### config.mk
export PLATFORM = sky130hd
export DESIGN_NAME = priority_task_deque
export DESIGN_NICKNAME = d
export VERILOG_FILES = /design/src/design/ptd_pkg.sv /design/src/design/ptd_ctrl.sv /design/src/design/ptd_dp.sv /design/src/design/priority_task_deque.sv
export SDC_FILE = /design/constraint.sdc
export NUM_CORES = 1
export LEC_CHECK = 0
export BUFFER_PORTS_ARGS = -buffer_cell sky130_fd_sc_hd__buf_2
export CORE_ASPECT_RATIO = 0.75
export CORE_MARGIN = 2
export CORE_UTILIZATION = 40
export DETAILED_ROUTE_END_ITERATION = 6
export GPL_TIMING_DRIVEN = 1
export SETUP_SLACK_MARGIN = 0.3
export SLEW_MARGIN = 20
export SYNTH_ARGS = -nofsm -noshare
export SYNTH_HDL_FRONTEND = slang
export SYNTH_HIERARCHICAL = 1
export SYNTH_SLANG_ARGS = --single-unit
### constraint.sdc
create_clock -name clk_i -period 18.57 [get_ports clk_i]
set_input_delay 4.6425 -clock clk_i [delete_from_list [all_inputs] [get_ports clk_i]]
set_output_delay 4.6425 -clock clk_i [all_outputs]
set_load 0.03 [all_outputs]
### src/design/ptd_pkg.sv
// ptd_pkg: shared types and constants of the priority task deque
// command codes, select and result enums, datapath command and status structs, default depth
// no dependencies
`default_nettype none

package ptd_pkg;

  localparam int unsigned DEFAULT_QUEUE_DEPTH = 16;

  localparam logic [2:0] CMD_ADD   = 3'd0;
  localparam logic [2:0] CMD_POP   = 3'd1;
  localparam logic [2:0] CMD_DEL   = 3'd2;
  localparam logic [2:0] CMD_CLEAR = 3'd3;
  localparam logic [2:0] CMD_NEWID = 3'd4;

  // write address select
  typedef enum logic [1:0] {
    WR_HEAD_DEC,
    WR_TAIL,
    WR_SHIFT
  } wr_sel_e;

  // read address select, relative to head
  typedef enum logic [1:0] {
    RD_HEAD,
    RD_NEXT1,
    RD_NEXT2
  } rd_sel_e;

  // what the result registers load
  typedef enum logic [1:0] {
    RES_FAIL,
    RES_OK,
    RES_POP,
    RES_NEWID
  } res_kind_e;

  typedef struct packed {
    logic      load_key;
    logic      wr_en;
    wr_sel_e   wr_sel;
    logic      wr_from_rd;
    logic      rd_en;
    rd_sel_e   rd_sel;
    logic      head_dec;
    logic      head_inc;
    logic      cnt_inc;
    logic      cnt_dec;
    logic      cnt_clr;
    logic      idx_clr;
    logic      idx_inc;
    logic      id_inc;
    logic      res_valid;
    res_kind_e res_kind;
  } dp_cmd_t;

  typedef struct packed {
    logic empty;
    logic full;
    logic match;
    logic last;
  } dp_status_t;

endpackage

`default_nettype wire

### src/design/ptd_ctrl.sv
// ptd_ctrl: controller state machine of the priority task deque
// decodes commands and sequences pop, delete scan and compaction
// depends on ptd_pkg
`default_nettype none

module ptd_ctrl (
  input  wire logic                clk_i,
  input  wire logic                rst_ni,
  input  wire logic                start_i,
  input  wire logic [2:0]          cmd_i,
  input  wire logic                high_priority_i,
  input  wire ptd_pkg::dp_status_t status_i,
  output ptd_pkg::dp_cmd_t         cmd_o,
  output logic                     busy_o
);
  import ptd_pkg::*;

  localparam logic [1:0] ST_IDLE  = 2'd0;
  localparam logic [1:0] ST_POP   = 2'd1;
  localparam logic [1:0] ST_SCAN  = 2'd2;
  localparam logic [1:0] ST_SHIFT = 2'd3;

  logic [1:0] state_q, state_d;

  always_ff @(posedge clk_i or negedge rst_ni) begin
    if (!rst_ni) begin
      state_q <= ST_IDLE;
    end else begin
      state_q <= state_d;
    end
  end

  assign busy_o = (state_q != ST_IDLE);

  always_comb begin
    cmd_o   = '0;
    state_d = state_q;
    case (state_q)
      ST_IDLE: begin
        if (start_i) begin
          case (cmd_i)
            CMD_ADD: begin
              cmd_o.res_valid = 1'b1;
              if (status_i.full) begin
                cmd_o.res_kind = RES_FAIL;
              end else begin
                cmd_o.wr_en    = 1'b1;
                cmd_o.wr_sel   = high_priority_i ? WR_HEAD_DEC : WR_TAIL;
                cmd_o.head_dec = high_priority_i;
                cmd_o.cnt_inc  = 1'b1;
                cmd_o.res_kind = RES_OK;
              end
            end
            CMD_POP: begin
              if (status_i.empty) begin
                cmd_o.res_valid = 1'b1;
                cmd_o.res_kind  = RES_FAIL;
              end else begin
                cmd_o.rd_en    = 1'b1;
                cmd_o.rd_sel   = RD_HEAD;
                cmd_o.head_inc = 1'b1;
                cmd_o.cnt_dec  = 1'b1;
                state_d        = ST_POP;
              end
            end
            CMD_DEL: begin
              if (status_i.empty) begin
                cmd_o.res_valid = 1'b1;
                cmd_o.res_kind  = RES_FAIL;
              end else begin
                cmd_o.load_key = 1'b1;
                cmd_o.idx_clr  = 1'b1;
                cmd_o.rd_en    = 1'b1;
                cmd_o.rd_sel   = RD_HEAD;
                state_d        = ST_SCAN;
              end
            end
            CMD_CLEAR: begin
              cmd_o.cnt_clr   = 1'b1;
              cmd_o.res_valid = 1'b1;
              cmd_o.res_kind  = RES_OK;
            end
            CMD_NEWID: begin
              cmd_o.id_inc    = 1'b1;
              cmd_o.res_valid = 1'b1;
              cmd_o.res_kind  = RES_NEWID;
            end
            default: begin
              cmd_o.res_valid = 1'b1;
              cmd_o.res_kind  = RES_FAIL;
            end
          endcase
        end
      end
      ST_POP: begin
        cmd_o.res_valid = 1'b1;
        cmd_o.res_kind  = RES_POP;
        state_d         = ST_IDLE;
      end
      ST_SCAN: begin
        // read data holds the entry at idx, fetch idx+1 ahead
        cmd_o.rd_en  = 1'b1;
        cmd_o.rd_sel = RD_NEXT1;
        if (status_i.match) begin
          state_d = ST_SHIFT;
        end else if (status_i.last) begin
          cmd_o.res_valid = 1'b1;
          cmd_o.res_kind  = RES_FAIL;
          state_d         = ST_IDLE;
        end else begin
          cmd_o.idx_inc = 1'b1;
        end
      end
      ST_SHIFT: begin
        // read data holds the entry at idx+1, move it down to idx
        if (status_i.last) begin
          cmd_o.cnt_dec   = 1'b1;
          cmd_o.res_valid = 1'b1;
          cmd_o.res_kind  = RES_OK;
          state_d         = ST_IDLE;
        end else begin
          cmd_o.wr_en      = 1'b1;
          cmd_o.wr_sel     = WR_SHIFT;
          cmd_o.wr_from_rd = 1'b1;
          cmd_o.rd_en      = 1'b1;
          cmd_o.rd_sel     = RD_NEXT2;
          cmd_o.idx_inc    = 1'b1;
        end
      end
      default: begin
        state_d = ST_IDLE;
      end
    endcase
  end

endmodule

`default_nettype wire

### src/design/ptd_dp.sv
// ptd_dp: datapath of the priority task deque
// circular entry memory, head pointer, fill count, scan index, id counter, result registers
// depends on ptd_pkg
`default_nettype none

module ptd_dp #(
  parameter int unsigned QUEUE_DEPTH = ptd_pkg::DEFAULT_QUEUE_DEPTH
) (
  input  wire logic             clk_i,
  input  wire logic             rst_ni,
  input  wire ptd_pkg::dp_cmd_t cmd_i,
  input  wire logic [31:0]      task_handle_i,
  input  wire logic [31:0]      task_id_i,
  input  wire logic             high_priority_i,
  output ptd_pkg::dp_status_t   status_o,
  output logic                  done_o,
  output logic                  ok_o,
  output logic [31:0]           out_handle_o,
  output logic [31:0]           out_id_o,
  output logic                  out_high_o
);
  import ptd_pkg::*;

  localparam int unsigned PTR_W = (QUEUE_DEPTH > 1) ? $clog2(QUEUE_DEPTH) : 1;
  localparam int unsigned CNT_W = $clog2(QUEUE_DEPTH + 1);
  localparam int unsigned SUM_W = CNT_W + 1;

  typedef struct packed {
    logic [31:0] handle;
    logic [31:0] id;
    logic        high;
  } entry_t;

  // logical position relative to head, wrapped into the circular buffer
  function automatic logic [PTR_W-1:0] phys(input logic [PTR_W-1:0] base,
                                            input logic [SUM_W-1:0] off);
    logic [SUM_W-1:0] sum;
    sum = SUM_W'(base) + off;
    if (sum >= SUM_W'(QUEUE_DEPTH)) begin
      sum = sum - SUM_W'(QUEUE_DEPTH);
    end
    return sum[PTR_W-1:0];
  endfunction

  entry_t mem_q [QUEUE_DEPTH];
  entry_t rd_q;

  logic [PTR_W-1:0] head_q, head_d;
  logic [CNT_W-1:0] cnt_q, cnt_d;
  logic [PTR_W-1:0] idx_q, idx_d;
  logic [31:0]      key_q;
  logic [31:0]      id_q, id_next;
  logic             done_q;
  logic             ok_q, out_high_q;
  logic [31:0]      out_handle_q, out_id_q;

  logic [PTR_W-1:0] head_m1, head_p1;
  logic [SUM_W-1:0] off_next1, off_next2, rd_off;
  logic [PTR_W-1:0] wr_addr, rd_addr;
  logic             rd_fire;
  entry_t           wr_data;

  assign head_m1 = (head_q == '0) ? PTR_W'(QUEUE_DEPTH - 1) : head_q - PTR_W'(1);
  assign head_p1 = (head_q == PTR_W'(QUEUE_DEPTH - 1)) ? '0 : head_q + PTR_W'(1);

  assign off_next1 = SUM_W'(idx_q) + SUM_W'(1);
  assign off_next2 = SUM_W'(idx_q) + SUM_W'(2);

  always_comb begin
    case (cmd_i.rd_sel)
      RD_HEAD:  rd_off = '0;
      RD_NEXT1: rd_off = off_next1;
      RD_NEXT2: rd_off = off_next2;
      default:  rd_off = '0;
    endcase
  end

  // no fetch past the last stored entry
  assign rd_fire = cmd_i.rd_en && (rd_off < SUM_W'(cnt_q));
  assign rd_addr = phys(head_q, rd_off);

  always_comb begin
    case (cmd_i.wr_sel)
      WR_HEAD_DEC: wr_addr = head_m1;
      WR_TAIL:     wr_addr = phys(head_q, SUM_W'(cnt_q));
      WR_SHIFT:    wr_addr = phys(head_q, SUM_W'(idx_q));
      default:     wr_addr = head_q;
    endcase
  end

  always_comb begin
    if (cmd_i.wr_from_rd) begin
      wr_data = rd_q;
    end else begin
      wr_data.handle = task_handle_i;
      wr_data.id     = task_id_i;
      wr_data.high   = high_priority_i;
    end
  end

  always_ff @(posedge clk_i) begin
    if (cmd_i.wr_en) begin
      mem_q[wr_addr] <= wr_data;
    end
    if (rd_fire) begin
      rd_q <= mem_q[rd_addr];
    end
  end

  always_comb begin
    head_d = head_q;
    if (cmd_i.head_dec) begin
      head_d = head_m1;
    end else if (cmd_i.head_inc) begin
      head_d = head_p1;
    end
  end

  always_comb begin
    cnt_d = cnt_q;
    if (cmd_i.cnt_clr) begin
      cnt_d = '0;
    end else if (cmd_i.cnt_inc) begin
      cnt_d = cnt_q + CNT_W'(1);
    end else if (cmd_i.cnt_dec) begin
      cnt_d = cnt_q - CNT_W'(1);
    end
  end

  always_comb begin
    idx_d = idx_q;
    if (cmd_i.idx_clr) begin
      idx_d = '0;
    end else if (cmd_i.idx_inc) begin
      idx_d = idx_q + PTR_W'(1);
    end
  end

  // counter skips zero on wrap
  assign id_next = (id_q == 32'hFFFF_FFFF) ? 32'd1 : id_q + 32'd1;

  always_ff @(posedge clk_i or negedge rst_ni) begin
    if (!rst_ni) begin
      head_q <= '0;
      cnt_q  <= '0;
      idx_q  <= '0;
      id_q   <= '0;
      done_q <= 1'b0;
    end else begin
      head_q <= head_d;
      cnt_q  <= cnt_d;
      idx_q  <= idx_d;
      done_q <= cmd_i.res_valid;
      if (cmd_i.id_inc) begin
        id_q <= id_next;
      end
    end
  end

  always_ff @(posedge clk_i) begin
    if (cmd_i.load_key) begin
      key_q <= task_id_i;
    end
    if (cmd_i.res_valid) begin
      case (cmd_i.res_kind)
        RES_FAIL: begin
          ok_q         <= 1'b0;
          out_handle_q <= '0;
          out_id_q     <= '0;
          out_high_q   <= 1'b0;
        end
        RES_OK: begin
          ok_q         <= 1'b1;
          out_handle_q <= '0;
          out_id_q     <= '0;
          out_high_q   <= 1'b0;
        end
        RES_POP: begin
          ok_q         <= 1'b1;
          out_handle_q <= rd_q.handle;
          out_id_q     <= rd_q.id;
          out_high_q   <= rd_q.high;
        end
        RES_NEWID: begin
          ok_q         <= 1'b1;
          out_handle_q <= '0;
          out_id_q     <= id_next;
          out_high_q   <= 1'b0;
        end
        default: begin
          ok_q         <= 1'b0;
          out_handle_q <= '0;
          out_id_q     <= '0;
          out_high_q   <= 1'b0;
        end
      endcase
    end
  end

  assign status_o.empty = (cnt_q == '0);
  assign status_o.full  = (cnt_q == CNT_W'(QUEUE_DEPTH));
  assign status_o.match = (rd_q.id == key_q);
  assign status_o.last  = ((CNT_W'(idx_q) + CNT_W'(1)) == cnt_q);

  assign done_o       = done_q;
  assign ok_o         = ok_q;
  assign out_handle_o = out_handle_q;
  assign out_id_o     = out_id_q;
  assign out_high_o   = out_high_q;

endmodule

`default_nettype wire

### src/design/priority_task_deque.sv
// Task deque of QUEUE_DEPTH entries (handle, id, priority mark) held in a circular
// memory. A command is taken when start_i is high and busy_o is low; its single
// result appears on the result ports for one cycle with done_o high and must be
// taken then, there is no way to hold it off. Add, clear, new id and each command
// that fails when taken give their result in the cycle after and leave busy_o low,
// so one such command may follow each cycle. Pop reads the head entry through the
// registered memory read, then loads the result. Delete scans from the head one
// entry a cycle through the same read port, then moves each later entry down one
// place a cycle. No clearing pass after reset.
// depends on ptd_pkg, ptd_ctrl, ptd_dp
`default_nettype none

module priority_task_deque #(
  parameter int unsigned QUEUE_DEPTH = ptd_pkg::DEFAULT_QUEUE_DEPTH
) (
  input  wire logic        clk_i,
  input  wire logic        rst_ni,
  input  wire logic        start_i,
  output logic             busy_o,
  input  wire logic [2:0]  cmd_i,
  input  wire logic [31:0] task_handle_i,
  input  wire logic [31:0] task_id_i,
  input  wire logic        high_priority_i,
  output logic             done_o,
  output logic             ok_o,
  output logic [31:0]      out_handle_o,
  output logic [31:0]      out_id_o,
  output logic             out_high_o
);
  import ptd_pkg::*;

  dp_cmd_t    dp_cmd;
  dp_status_t dp_status;

  ptd_ctrl u_ctrl (
    .clk_i           (clk_i),
    .rst_ni          (rst_ni),
    .start_i         (start_i),
    .cmd_i           (cmd_i),
    .high_priority_i (high_priority_i),
    .status_i        (dp_status),
    .cmd_o           (dp_cmd),
    .busy_o          (busy_o)
  );

  ptd_dp #(
    .QUEUE_DEPTH (QUEUE_DEPTH)
  ) u_dp (
    .clk_i           (clk_i),
    .rst_ni          (rst_ni),
    .cmd_i           (dp_cmd),
    .task_handle_i   (task_handle_i),
    .task_id_i       (task_id_i),
    .high_priority_i (high_priority_i),
    .status_o        (dp_status),
    .done_o          (done_o),
    .ok_o            (ok_o),
    .out_handle_o    (out_handle_o),
    .out_id_o        (out_id_o),
    .out_high_o      (out_high_o)
  );

endmodule

`default_nettype wire
==> Word-level counts from Yosys, hierarchy flattened <==
Memory sizes are Yosys's and may differ from the RTL's. A register that Yosys moved wholly into a read port is not among the register bits.
Cells that the tools add are included.
{ "totals": {"regBits": 146, "memories": 1, "romBits": 0, "out_inout_bits": 68, "mem_bits_rw": 1040, "inputBits": 71, "wordCells": 136, "latch_bits": 0} }
{ "op_classes": {"n_div": 0, "shifts": 0, "mul": 0, "n_eq_ne": 23, "n_lt_le_gt_ge": 4, "add_sub_neg": 15, "n_reduce_logical": 16, "mux": 66, "n_bitwise": 0} }
{ "mem_list": {"columns": ["memory", "depth", "width", "rd", "rd_ports_with_merged_regs", "write_ports", "line", "source"], "rows": [
  ["u_dp.mem_q", 16, 65, 1, 1, 1, "ptd_dp.sv:45", "entry_t mem_q [QUEUE_DEPTH];"]
]} }
{ "ops": {"columns": ["op", "count"], "rows": [
  ["one-hot mux 32 bit (3 select lines)", 1],
  ["two-way mux 65 bit", 1],
  ["one-hot mux 32 bit (2 select lines)", 1],
  ["two-way mux 4 bit", 11],
  ["adder 32 x 1 -> 32 bit (second input constant)", 1],
  ["== test 32 bit", 1],
  ["== test 32 bit (second input constant)", 1],
  ["two-way mux 32 bit", 1],
  ["two-way mux 3 bit", 9],
  ["one-hot mux 3 bit (4 select lines)", 2],
  ["two-way mux 1 bit", 19],
  ["subtractor 4 x 1 -> 4 bit (second input constant)", 4],
  ["two-way mux 5 bit", 3],
  ["== test 2 bit (second input constant)", 6],
  ["greater-or-equal comparator 6 x 5 -> 1 bit (second input constant)", 2],
  ["two-way mux 2 bit", 6],
  ["one-hot mux 4 bit (3 select lines)", 1],
  ["one-hot mux 6 bit (2 select lines)", 1],
  ["adder 4 x 1 -> 5 bit (second input constant)", 2],
  ["two-way mux 9 bit", 1],
  ["!= test 3 bit (second input constant)", 3],
  ["one-hot mux 3 bit (3 select lines)", 1],
  ["adder 4 x 1 -> 4 bit (second input constant)", 2],
  ["== test 2 x 1 -> 1 bit (second input constant)", 4],
  ["other kinds (30)", 40]
]} }

==> Logic depth before layout (Yosys ltp) <==
{ "logic_depth": {"depth_word": 10, "mapped_depth": 20, "mapped_depth_nobuf": 19} }

==> Hierarchy <==
Netlist, hierarchy kept.
{ "modules_own_cells": {"columns": ["module", "area_per_inst_um2", "seq_area_each_um2", "instances", "cells_per_inst"], "rows": [
  ["ptd_dp", 49252.2, 37275.8, 1, 2271],
  ["ptd_ctrl", 467.9, 50.0, 1, 65]
]} }

==> Worst setup path before layout <==
OpenSTA, ideal clock, no wires.
{ "synth_timing": {"kind": "input to register", "from": "input port cmd_i[0]", "to": "memory u_dp/mem_q[12][0] in the netlist's numbering, enable pin", "arrival_ps": 10099, "t_required_ps": 18081, "setup_slack_ps": 7982, "cell_stages": 14, "setup_time_ps": 489, "n_path_buf": 1, "path_cell_list": "buf_2 -> or4_1 -> nor3_1 -> inv_1 -> ha_1 -> o21ai_0 -> ha_1 -> inv_1 -> fa_1 -> nor2b_1 -> o31ai_1 -> and2_1 -> nand3_1 -> nor2_1"} }
{ "synth_rtl": {"columns": ["item", "line", "source"], "rows": [
  ["from (decl)", "priority_task_deque.sv:20", "input wire logic [2:0] cmd_i,"],
  ["to (decl)", "ptd_dp.sv:45", null]
]} }

==> key figures <==
Setup path
  • Crit path cell chain: buf_2 > nand3b_1 > or4_1 > nor3_1 > inv_1 > ha_1 > o21ai_0 > ha_1 > inv_1 > fa_1 > nor2b_1 > o31ai_1 > and2_1 > nand3_1 > nor2_4 > buf_4
  • Slowest cell on the critical path: nor2_4
  • Worst r2r dst: u_dp/rd_q[49]
  • Delay-heaviest family, CP: simple AND/OR/NAND/NOR gates
  • WP data arrival: 9750 ps
  • Reg2Reg Setup Slack: 11390 ps
  • Reg2Reg Depth: 15
  • Data required, critical path: 18910 ps
  • Max FO, Critical Path: 41
  • Buffers & Inverters on Critical Path: 4
  • FF-to-FF Start: u_dp/idx_q[0]
  • Crit Path Class: input pin to register
  • Startpoint types: input pin
  • Max stage delay on crit path: 760 ps
  • Crit end category: register

Final layout
  • P&R area growth vs syn: 13.25%
  • Post-Layout Cell Count: 4261
  • Final core utilization: 0.4586
  • Final Net Count: 2625
  • Share of cells above drive strength 1: 0.2968

Yosys
  • Yosys warning count: 6
  • Commonest cells in the netlist: edfxtp_1 (1203), mux4_2 (325), mux2_2 (67), clkbuf_1 (58)
  • Compound-Gate Fraction of Synth Area: 0.01807
  • Post-synth EDFFs: 1203
  • Top FF cell, synth: edfxtp_1
  • Mean post-synth cell area: 21.28 µm²
  • Post-Synth Simple-Gate Area: 0.03035
  • Synth Area in Adders: 0.008506
  • Async SR Flop Fraction: 0.03837
  • Cell taking the most area after synthesis: edfxtp_1
  • Share of Yosys cell area claimed by the top area cell type: 0.7266
  • Post-Syn Area: 49720 µm²
  • Largest family of logic cells by synthesized area: multiplexers
  • Area contributors post-synth: edfxtp_1 (73%), mux4_2 (15%), dfrtp_1 (2.4%)
  • Xor and xnor area share after synthesis: 0.01621
  • Post-synthesis cell type count: 67
  • Post-synthesis sequential area ratio: 0.7507
  • Net Count, Synth: 2439
  • Cell with the most instances after synthesis: edfxtp_1
  • Post-synthesis mux area share: 0.1628
  • Seq cells post-synth: 1251
  • Gate Count Post-Synth: 2336

GRT
  • Total track usage: 0.1788
  • First-pass GRT wire length: 167400 µm
  • Vias in the first global route: 24570
  • Initial antenna violation count: 4
  • Largest net degree at the start of global routing: 138
  • Grt ovf: 0

Drt
  • Routed vias: 23580
  • Pre-antenna DRT Iters: 5
  • Routed length per instance: 26.33 µm
  • Drc violations: 0
  • Iteration-0 DRC Markers: 2349
  • Drt total wl: 112200 µm
  • Antenna Nets Post-Route: 0
  • DR vias/cell: 5.534

Placement
  • Gpl congestion: 0.8509
  • Pre-CTS setup slack: 8444 ps
  • I/O Buffers: 138
  • Final HPWL from detailed placement: 66780 µm
  • Placed Cells: 4043

Floorplanning
  • Die width: 411.1 µm
  • Die area: 127200 µm²
  • Initial Util: 0.4050
  • Die height: 309.3 µm
  • IO Count: 139
  • Core Footprint: 122800 µm²
  • # rows: 111

STA
  • RSZ-0062 raised after global routing: false
  • Hold Fails Final Rpt: 0
  • TNS Setup: 0 ps
  • Worst slew pin tran: 1061 ps
  • Max Slew Vio Count: 0
  • Worst clock skew: 51.34 ps
  • Hold Worst Slack: 536.6 ps
  • Final setup margin: 9159 ps
  • Final Critical Period: 9411 ps
  • # setup viols final: 0
  • Slew headroom: 0.2927
  • Fin crit share: 0.5068
  • Highest clock rate: 106.3 MHz

Power and ir drop
  • Pwr Density: 149.5 nW/µm²
  • Leak: 17.91 nW
  • VDD IR-drop max: 0.0001490 V

Status
  • Status: finished, final reports clean

Clock tree
  • Max Buffers Root-to-Sink: 3
  • CTS resizes: 0
  • # clock sinks: 1251
  • H-tree Lvls: 3
  • Clk slew on worst S/H paths: 60 ps
  • Clk root buf: clkbuf_16
  • Cts hold-fix bufs: 0
  • CTS Buf Count: 114
  • CTS tree: built
  • Post-CTS Setup Inserts: 0
  • Clk Latency, worst-skew pair: 730 ps

Job
  • Max-Cap Viols: 0

Min path
  • WHS Path Cells: 1
  • Worst hold path type: register to register
  • Origin of the worst min-delay path: u_dp/id_q[31]
  • Hold Crit Endpoint: u_dp/id_q[31]
[stage by stage]
stage          instance area (µm²)  total power, W
2_1_floorplan                49720        0.005420
3_3_place_gp                 52480        0.006145
3_5_place_dp                 52560        0.006175
4_1_cts                      56270        0.008515
5_1_grt                      56300        0.008798
6_report                     56310        0.008419
[layout by cell type, fill, tap and decap left out, drive strengths merged, types with 6 or more instances in the layout]
master / count
clkinv: 55
nor2: 54
a21o: 6
nor4: 17
xor2: 54
a31oi: 7
edfxtp: 1203
and2: 39
o21ai: 49
and3: 8
a211oi: 9
ha: 29
inv: 38
nand2b: 6
nand3: 33
nand2: 53
buf: 183
nor2b: 11
xnor2: 38
clkinvlp: 6
mux2: 67
bufinv: 12
nor3: 16
mux4: 325
o31ai: 6
nand4: 22
dfrtp: 48
clkbuf: 137
a21oi: 29
[sequential cells by signal, indices dropped and copies added, names as in the netlist]
name,flops
u_ctrl/state_q,2
u_dp/out_id_o,32
u_dp/id_q,32
u_dp/cnt_q,5
u_dp/mem_q,1040
u_dp/head_q,4
u_dp/key_q,32
u_dp/rd_q,65
u_dp/out_handle_o,32
u_dp/ok_o,1
u_dp/done_o,1
u_dp/idx_q,4
u_dp/out_high_o,1
[layer usage]
| metal | part of all wire | up-vias | track usage |
|---|---|---|---|
| li1 | - | 10030 | - |
| met1 | 0.46 | 12680 | 0.2704 |
| met2 | 0.45 | 728 | 0.2693 |
| met3 | 0.063 | 140 | 0.03534 |
| met4 | 0.019 | 0 | 0.03867 |
| met5 | 0 | - | 0 |
[worst reg2reg max path, cell delays in order, from the launching register on]
cell and delay [ps]:
dfrtp_1 610, ha_1 360, xor2_1 260, nor2_1 80, nor3_1 190, o211a_1 310, nand2b_1 280, nor2_1 100
ha_1 260, mux2_2 330, ha_4 850, buf_12 760, buf_4 680, buf_4 710, mux4_2 630, mux4_2 520
[final cells by class]
cell class              count  area (µm²)
multi-input cells         936       11950
flip-flops and latches   1251       37330
repair buffers            183        1124
clock buffers             137        2960
inverters                  36       137.6
clock inverters            75       753.2
diodes                      5       12.51
well taps                1638        2049
fillers                 10300       66460
[worst max-delay path by stage]
stage               startpoint                 to  slack, ps  cells after the start
global route          cmd_i[2]  u_dp/mem_q[0][52]       8870                     16
CTS                   cmd_i[2]  u_dp/mem_q[0][51]       9180                     16
detailed placement    cmd_i[2]  u_dp/mem_q[0][63]       8440                     16
global placement      cmd_i[2]  u_dp/mem_q[8][62]       8410                     16
finish                cmd_i[2]  u_dp/mem_q[0][52]       9160                     16
floorplan             cmd_i[0]  u_dp/mem_q[12][0]       7980                     14
[logic make-up (layout without fill, tap and decap cells)]
logic type / count (synthesis) / count (layout)
xor+xnor: 92 / 92
other cells: 0 / 5
buf+inv: 149 / 431
simple gates: 279 / 279
compound gates: 139 / 139
flops: 1251 / 1251
mux: 394 / 394
fa+ha+maj: 32 / 32
[power breakdown]
group          switching (W)  internal [W]  total, W
registers           0.000109       0.00342   0.00353
logic                0.00141       0.00114   0.00255
clock network        0.00103       0.00131   0.00233
(Power assumes the default switching activity.)
